--- config.mk ---
export PLATFORM = sky130hd
export DESIGN_NAME = float32_adder
export DESIGN_NICKNAME = d
export VERILOG_FILES = /design/src/rtl/fpa_pkg.sv /design/src/rtl/float32_adder.sv /design/src/rtl/fpa_core.sv
export SDC_FILE = /design/constraint.sdc
export NUM_CORES = 1
export LEC_CHECK = 0
export ABC_AREA = 1
export BUFFER_PORTS_ARGS = -buffer_cell sky130_fd_sc_hd__buf_2
export CAP_MARGIN = 40
export CELL_PAD_IN_SITES_DETAIL_PLACEMENT = 1
export CELL_PAD_IN_SITES_GLOBAL_PLACEMENT = 2
export CORE_ASPECT_RATIO = 1.2
export CORE_MARGIN = 8
export CORE_UTILIZATION = 30
export DETAILED_ROUTE_END_ITERATION = 16
export HOLD_SLACK_MARGIN = 0.12
export PLACE_DENSITY = 0.85
export SYNTH_ARGS = -nofsm -noshare
export SYNTH_HDL_FRONTEND = slang
export SYNTH_SLANG_ARGS = --single-unit
--- constraint.sdc ---
create_clock -name clk -period 10.81 [get_ports clk]
set_input_delay 0.5405 -clock clk [delete_from_list [all_inputs] [get_ports clk]]
set_output_delay 0.5405 -clock clk [all_outputs]
set_load 0.01 [all_outputs]
--- src/rtl/fpa_pkg.sv ---
// shared types and constants for the single-precision adder
`default_nettype none
package fpa_pkg;
  localparam logic [31:0] SIGN_MASK = 32'h8000_0000;
  localparam logic [31:0] EXP_MASK  = 32'h7f80_0000;
  localparam logic [31:0] MANT_MASK = 32'h007f_ffff;
  localparam int unsigned MAX_GAP   = 25;

  typedef struct packed {
    logic [31:0] operand_b;
    logic [31:0] operand_a;
  } fpa_in_t;

  typedef struct packed {
    logic        range_flag;
    logic [31:0] sum_bits;
  } fpa_out_t;
endpackage
`default_nettype wire

--- src/rtl/float32_adder.sv ---
// top level of the single-precision adder
// s_axis carries operand pairs: tdata[31:0] operand_a, tdata[63:32] operand_b.
// m_axis carries results: tdata[31:0] sum_bits, tdata[32] range_flag.
// a request is registered at the input, computed by one combinational pass and
// captured in the result register when it is free; tvalid is that register's
// valid flag. throughput is one request per cycle, set by the single
// combinational pass, while the output does not stall.
// a stalled output holds the result; the input register advances only when it is
// empty or the result register is free or being drained, so no request is lost.
// reset clears both valid flags; payload registers are not reset.
// no nan, infinity or denormal handling; overflow gives infinity, underflow flushes.
`default_nettype none
module float32_adder (
  input  wire logic        clk,
  input  wire logic        rst,
  input  wire logic        s_axis_tvalid,
  output logic             s_axis_tready,
  input  wire logic [63:0] s_axis_tdata,  // operand_a, operand_b
  output logic             m_axis_tvalid,
  input  wire logic        m_axis_tready,
  output logic [39:0]      m_axis_tdata   // sum_bits, range_flag, 7 zero bits
);
  import fpa_pkg::*;

  fpa_in_t  in_reg;
  logic     in_valid;
  fpa_out_t out_reg, core_res;
  logic     out_valid, out_free, in_free;

  fpa_core u_core (.req(in_reg), .res(core_res));

  assign out_free = !out_valid || m_axis_tready;
  assign in_free  = !in_valid || out_free;
  assign s_axis_tready = in_free;
  assign m_axis_tvalid = out_valid;
  assign m_axis_tdata  = {7'b0, out_reg};

  always_ff @(posedge clk) begin
    if (rst) begin
      in_valid  <= 1'b0;
      out_valid <= 1'b0;
    end else begin
      if (in_free) in_valid <= s_axis_tvalid;
      if (out_free) out_valid <= in_valid;
    end
    if (in_free && s_axis_tvalid) in_reg <= s_axis_tdata;
    if (out_free && in_valid) out_reg <= core_res;
  end

`ifndef SYNTHESIS
  a_hold: assert property (@(posedge clk) disable iff (rst)
    m_axis_tvalid && !m_axis_tready |=> m_axis_tvalid && $stable(m_axis_tdata))
    else $error("result changed under stall");
  a_move: assert property (@(posedge clk) disable iff (rst)
    in_valid && out_free |=> out_valid)
    else $error("request lost between stages");
  a_ready: assert property (@(posedge clk) disable iff (rst)
    !in_valid |-> s_axis_tready)
    else $error("empty input stage not ready");
`endif
endmodule
`default_nettype wire

--- src/rtl/fpa_core.sv ---
// combinational align, add, normalize and round
`default_nettype none
module fpa_core (
  input  fpa_pkg::fpa_in_t  req,
  output fpa_pkg::fpa_out_t res
);
  import fpa_pkg::*;

  logic        sa, sb, fsign, pass, a_big;
  logic [7:0]  ea, eb, gap8;
  logic [29:0] siga, sigb, small_sig, big_sig, shifted, lostmask;
  logic        sticky;
  logic [31:0] total;
  logic [30:0] mag;
  logic [4:0]  lz;
  logic [30:0] norm;
  logic [24:0] rnd;
  logic        up, big;
  logic signed [10:0] fexp;
  logic [6:0]  st;

  always_comb begin
    sa = req.operand_a[31];
    sb = req.operand_b[31];
    ea = req.operand_a[30:23];
    eb = req.operand_b[30:23];
    a_big = ea > eb;
    gap8 = a_big ? ea - eb : eb - ea;
    pass = (gap8 > 8'(MAX_GAP)) || (req.operand_a == '0) || (req.operand_b == '0);
    siga = {1'b1, req.operand_a[22:0], 6'b0};
    sigb = {1'b1, req.operand_b[22:0], 6'b0};
    big_sig   = a_big ? siga : sigb;
    small_sig = a_big ? sigb : siga;
    // gap <= 25 here when used
    lostmask = ~(30'h3fff_ffff << gap8[4:0]);
    if (gap8 > 8'd29) lostmask = '1;
    sticky = |(small_sig & lostmask);
    shifted = (small_sig >> gap8[4:0]) | {29'b0, sticky};
    if (gap8 == 8'd0) shifted = small_sig;
    total = ((a_big ? sa : sb) ? -{2'b0, big_sig} : {2'b0, big_sig})
          + ((a_big ? sb : sa) ? -{2'b0, shifted} : {2'b0, shifted});
    fsign = total[31];
    mag = fsign ? 31'(-total) : total[30:0];
    lz = '0;
    for (int i = 0; i < 30; i++)
      if (mag[i]) lz = 5'(29 - i);
    norm = mag << lz;
    fexp = 11'({3'b0, (a_big ? ea : eb)});
    big = mag[30];
    if (big) begin
      st = mag[6:0];
      rnd = {1'b0, mag[30:7]};
      up = (st > 7'h40) || (st == 7'h40 && mag[7]);
      fexp = fexp + 11'sd1;
    end else begin
      st = {1'b0, norm[5:0]};
      rnd = {1'b0, norm[29:6]};
      up = (st > 7'h20) || (st == 7'h20 && norm[6]);
      fexp = fexp - 11'({6'b0, lz});
    end
    rnd = rnd + 25'(up);
    if (rnd[24]) begin
      rnd = rnd >> 1;
      fexp = fexp + 11'sd1;
    end
    res.range_flag = 1'b0;
    if (pass) begin
      res.sum_bits = a_big ? req.operand_a : req.operand_b;
    end else if (total == '0) begin
      res.sum_bits = '0;
    end else if (fexp >= 11'sd255) begin
      res.sum_bits = {fsign, 31'b0} | EXP_MASK;
      res.range_flag = 1'b1;
    end else if (fexp <= 11'sd0) begin
      res.sum_bits = {fsign, 31'b0};
      res.range_flag = 1'b1;
    end else begin
      res.sum_bits = {fsign, fexp[7:0], rnd[22:0]};
    end
  end
endmodule
`default_nettype wire
**Word-level counts from Yosys, hierarchy flattened**

Index checks and enable logic that the tools add are counted.

- Add/sub/neg operators: 10
- $mul: 0
- Divide/modulo/power cells: 0
- $lt $le $gt $ge: 7
- Equality and inequality tests: 2
- Shifts and indexed selects: 3
- Muxes and demuxes: 52
- Bitwise gates (word level): 3
- Reduce and logical (&&, ||, !) cells: 18

Operators with widths:

| cell | number |
|---|---|
| $mux 32 | 5 |
| $mux 5 | 30 |
| $logic_not 32->1 | 3 |
| $neg 30->32 | 2 |
| $mux 31 | 2 |
| $mux 30 | 2 |
| $mux 29 | 2 |
| $mux 33 | 1 |
| $add 32x32->32 | 1 |
| $neg 31->31 | 1 |
| $shl 31x5->30 | 1 |
| $and 30x30->30 | 1 |
| $not 30->30 | 1 |
| $or 30x1->30 | 1 |
| $reduce_or 30->1 | 1 |
| $shl 30x5->30 const A | 1 |
| $shr 30x5->30 | 1 |
| $add 24x1->25 | 1 |
| $mux 24 | 1 |
| $mux 23 | 1 |
| $mux 11 | 2 |
| $gt 8x5->1 const B | 2 |
| $mux 8 | 2 |
| $sub 8x8->8 | 2 |
| 16 further kinds | 28 |

- Register bits: 99
- Latch bits: 0
- Bits in writable memories: 0
- Memory bits (read-only): 0
- Input bits: 68
- Memories: 0

**Logic depth before layout (Yosys ltp)**

- Word-level depth: 56
- Mapped depth: 105

**Cells and area by module**

Synthesis repeated with hierarchy kept, for this count alone.

- Cells, all modules: 2,365
- Area total of the unflattened synthesis: 14,631.5 um^2

By module, submodules not included:

| module | times used | cells an instance | area an instance (um^2) |
|---|---|---|---|
| fpa_core | 1 | 2,248 | 11,571.1 |
| float32_adder | 1 | 117 | 3,060.4 |

**Worst setup path before layout**

Ideal clock, no wire load.

- Path type: register to register
- Start: reg in_reg[23] in the netlist's numbering
- End: reg out_reg, in the netlist m_axis_tdata[14] (data pin)
- Library setup time: 0.253 ns
- Arrival time: 10.863 ns
- Data required time: 10.557 ns
- Slack: -0.305 ns
- Stages on the path, launching flop included: 74
- Clock period less this slack: 11.115 ns
- Path through: edfxtp_1 > inv_1 > ha_1 > inv_1 > fa_1 > nand3_1 > nand3_1 > nand2_1 > nand2_2 > nand2_4 > buf_6 > buf_6 > buf_2 > clkbuf_1 > clkbuf_1 > clkbuf_1 > clkbuf_1 > clkbuf_1 > (+38 left out) > a211oi_1 > xor2_1 > nand2_1 > o21ai_0 > nor4_1 > nand2_1 > nor2_1 > xor2_1 > nand4_1 > nand2_1 > nand3_1 > nor2_1 > nand2_4 > nand2_2 > nor2_4 > buf_4 > nand2_1 > nand2_1

RTL lines:

| item | line | source |
|---|---|---|
| start, declared | float32_adder.sv:25 | `fpa_in_t in_reg;` |
| start signal, assigned | float32_adder.sv:46 | `if (in_free && s_axis_tvalid) in_reg <= s_axis_tdata;` |
| end signal, assigned | float32_adder.sv:47 | `if (out_free && in_valid) out_reg <= core_res;` |
| end, declared | float32_adder.sv:27 | `fpa_out_t out_reg, core_res;` |

==> metrics.txt <==
status=finished, violations left; violations in the final reports=setup timing; GRT Total Usage=23.75%; xor/xnor share of the synthesized area=7.790%; total gr overflow=0; final layout net count=3097; total die area=55440 um^2; deepest level of the CTS H-tree=3; most instantiated flip-flop cell in the synthesis netlist=sky130_fd_sc_hd__edfxtp_1; via count of the first global-routing pass=20.00k; initial antenna violation count=0; source of the worst hold timing path=rst; Period Utilization, post-route=106.8%; final critical-path required period=11.54 ns; slew at the pin closest to its max-slew limit=1.057 ns; maxcap violations=0; flip-flop and latch count after synthesis=99; Worst setup SP type=register; initial detailed-routing violation count=1397; TritonCTS clock tree=built; Max Clk Rate=86.65 MHz; HPWL reported at the end of detailed placement=56400 um; routed via count divided by cell count=5.320; port bufs=102; Post-Route Skew=0.01705 ns; count of distinct cell types in the synthesized netlist=63; worst hold path type=in -> reg; Worst Reg2Reg Path Length in Cells=82; initial cell density of the core=30.22%; width of the die=216.3 um; kind of end point of the critical path=register; fraction of final layout cells with drive strength greater than 1=31.90%; most prevalent standard cell on the critical path=sky130_fd_sc_hd__nand2_1; Cell Area, Synth=14440 um^2; first-pass detailed-route iteration total=5; arrival time at the worst endpoint=11.78 ns; largest net degree at the start of global routing=65; max_slew headroom=28.79%; wirelength, routed=71530 um; Post-Synthesis Cells=2409; top library cells by usage in the layout, fill and taps aside=sky130_fd_sc_hd__nand2_1, sky130_fd_sc_hd__buf_4, sky130_fd_sc_hd__nand3_1; Num Clock Sinks=99; fraction of the mapped netlist area in simple logic gates=47.03%; count of hold-fix buffers inserted at cts=0; data required time of the critical path=11.04 ns; Slew Limit Fails=0; mean area per synthesized cell=5.994 um^2; total setup violations reported at the end of the flow=32; proportion of synthesized chip area in sequential cells=20.45%; number of synthesized flops with an enable pin=97; clock tree buffer depth=2; RSZ-0062 raised after global routing=true; Remaining DRCs=0; final cell utilization of the core=43.57%; Vert. Die Dim=256.3 um; sum of negative setup slack=-21.64 ns; global-route wire length before repair=107000 um; end point of the most critical hold path=in_valid; routed via count=19.20k; type of the worst setup path=reg -> reg; Placer Congestion=0.9781; Max FO, Critical Path=11; Ant. Diodes=0; filler cell count=6366; RR Startpoint=in_reg[55]; WHS Path Cells=2; register-to-register setup slack=-0.73 ns; RR Endpoint=m_axis_tdata[12]; Synth Area in Adders=5.061%; number of nets with antenna violations after routing=0; largest family of logic cells by synthesized area=simple AND/OR/NAND/NOR gates; number of top-level pins=110; root buf cell=sky130_fd_sc_hd__clkbuf_16; drt wl/cell=19.82 um; growth of design area from synthesis to finish=44.21%; mux share of post-synthesis cell area=0%; cts bufs inserted=9; post-route setup slack=-0.7313 ns; count of final hold-check violations=0; Largest stage delay, worst path=0.42 ns; fraction of synthesis flops using an asynchronous set or reset pin=0%; clock transition time at the flip-flop clock pins of the worst setup and hold paths=0.09 ns; Core Box Area=47790 um^2; Yosys Warn Count=0; number of standard-cell rows in the floorplan=88; flip-flop count of the largest register after layout=64; slowest stage cell, crit path=sky130_fd_sc_hd__edfxtp_1; fraction of the mapped netlist area in compound gates=8.354%; insertion delay of the later-clocked pin in the worst-skew pair=0.37 ns; most common cell after layout, fill and taps aside=sky130_fd_sc_hd__nand2_1
[timing repair]
item,CTS,global route
gates cloned,3,3
resized for setup,115,154
setup buffers,35,27
endpoints found under the setup margin,32,32
endpoints found under the hold margin,0,0
pin swaps,41,80
[synthesized netlist by cell type, drive strengths merged, types with 2 or more instances]
library cell,number,area (um^2)
nor4,23,143.9
o41ai,4,35.03
clkbuf,32,120.1
clkinv,5,18.77
nor2,174,739.5
a31oi,6,37.54
edfxtp,97,2913
nand3b,7,52.55
a221oi,2,17.52
xor2,86,783.3
a21o,2,15.01
a21boi,2,26.28
o21a,3,22.52
o21bai,3,22.52
nor3,31,160.1
or2,11,68.82
inv,271,1020
o211ai,6,45.04
o21ai,87,454.2
buf,74,471.7
fa,4,80.08
dfxtp,2,40.04
a22oi,2,15.01
ha,52,650.6
nand3,432,2185
o22ai,4,25.02
nand4,41,290.3
xnor2,39,341.6
o31ai,7,57.55
a21oi,75,379.1
nand2,816,3138
[area by class of cell]
| type | count | area [um^2] | share of cell area (%) |
|---|---|---|---|
| multi-input cells | 1936 | 10840 | 52.04 |
| clock inverters | 7 | 91.34 | 0.4386 |
| repair buffers | 651 | 4883 | 23.45 |
| well taps | 630 | 788.3 | 3.786 |
| inverters | 276 | 1045 | 5.017 |
| clock buffers | 9 | 225.2 | 1.082 |
| flip-flops and latches | 99 | 2953 | 14.18 |
[critical path: cells and delay by family, from the launching register on]
kind	cells	cell delay [ns]
simple gates	43	4.86
fa+ha+maj	5	1.23
compound gates	13	2.00
buf+inv	17	2.15
xor+xnor	4	0.70
flops	1	0.42
[cell families (layout without fill, tap and decap cells)]
| family | count (synthesis) | count (layout) |
|---|---|---|
| simple gates | 1537 | 1539 |
| buf+inv | 382 | 943 |
| compound gates | 209 | 209 |
| xor+xnor | 125 | 125 |
| flops | 99 | 99 |
| fa+ha+maj | 56 | 56 |
| other cells | 1 | 7 |
[per-stage QoR]
stage               instances  setup slack (ns)  hold slack [ns]  area (um^2)
CTS                      3577           -0.3118           0.3174        19980
global route             3608            -1.452           0.3249        20820
floorplan                2415          0.002619           0.4448        14490
global placement         3519           -0.8204           0.5070        18920
detailed placement       3523            -1.224           0.5287        18950
finish                   3608           -0.7313           0.3260        20820
[worst max-delay path by stage]
stage               slack (ns)  startpoint  cells past startpoint               end
finish                   -0.73  in_reg[55]                     82  m_axis_tdata[12]
global route             -1.45  in_reg[23]                     82   m_axis_tdata[3]
CTS                      -0.31  in_reg[23]                     99   m_axis_tdata[0]
detailed placement       -1.22  in_reg[23]                     95  m_axis_tdata[14]
global placement         -0.82  in_reg[23]                     92   m_axis_tdata[5]
floorplan                0.003  in_reg[23]                     99  m_axis_tdata[14]
[routing by layer]
layer  wire, um  GRT usage, %  share of wire, %
met4       4833         14.72               6.8
met3       2914         2.344               4.1
met2      36510         43.49                51
met1      27270         25.92                38
met5          0             0                 0
Power is left out: the tool's default activity adds up to more than one toggle a clock period on the data nets, which glitch-free logic cannot reach.
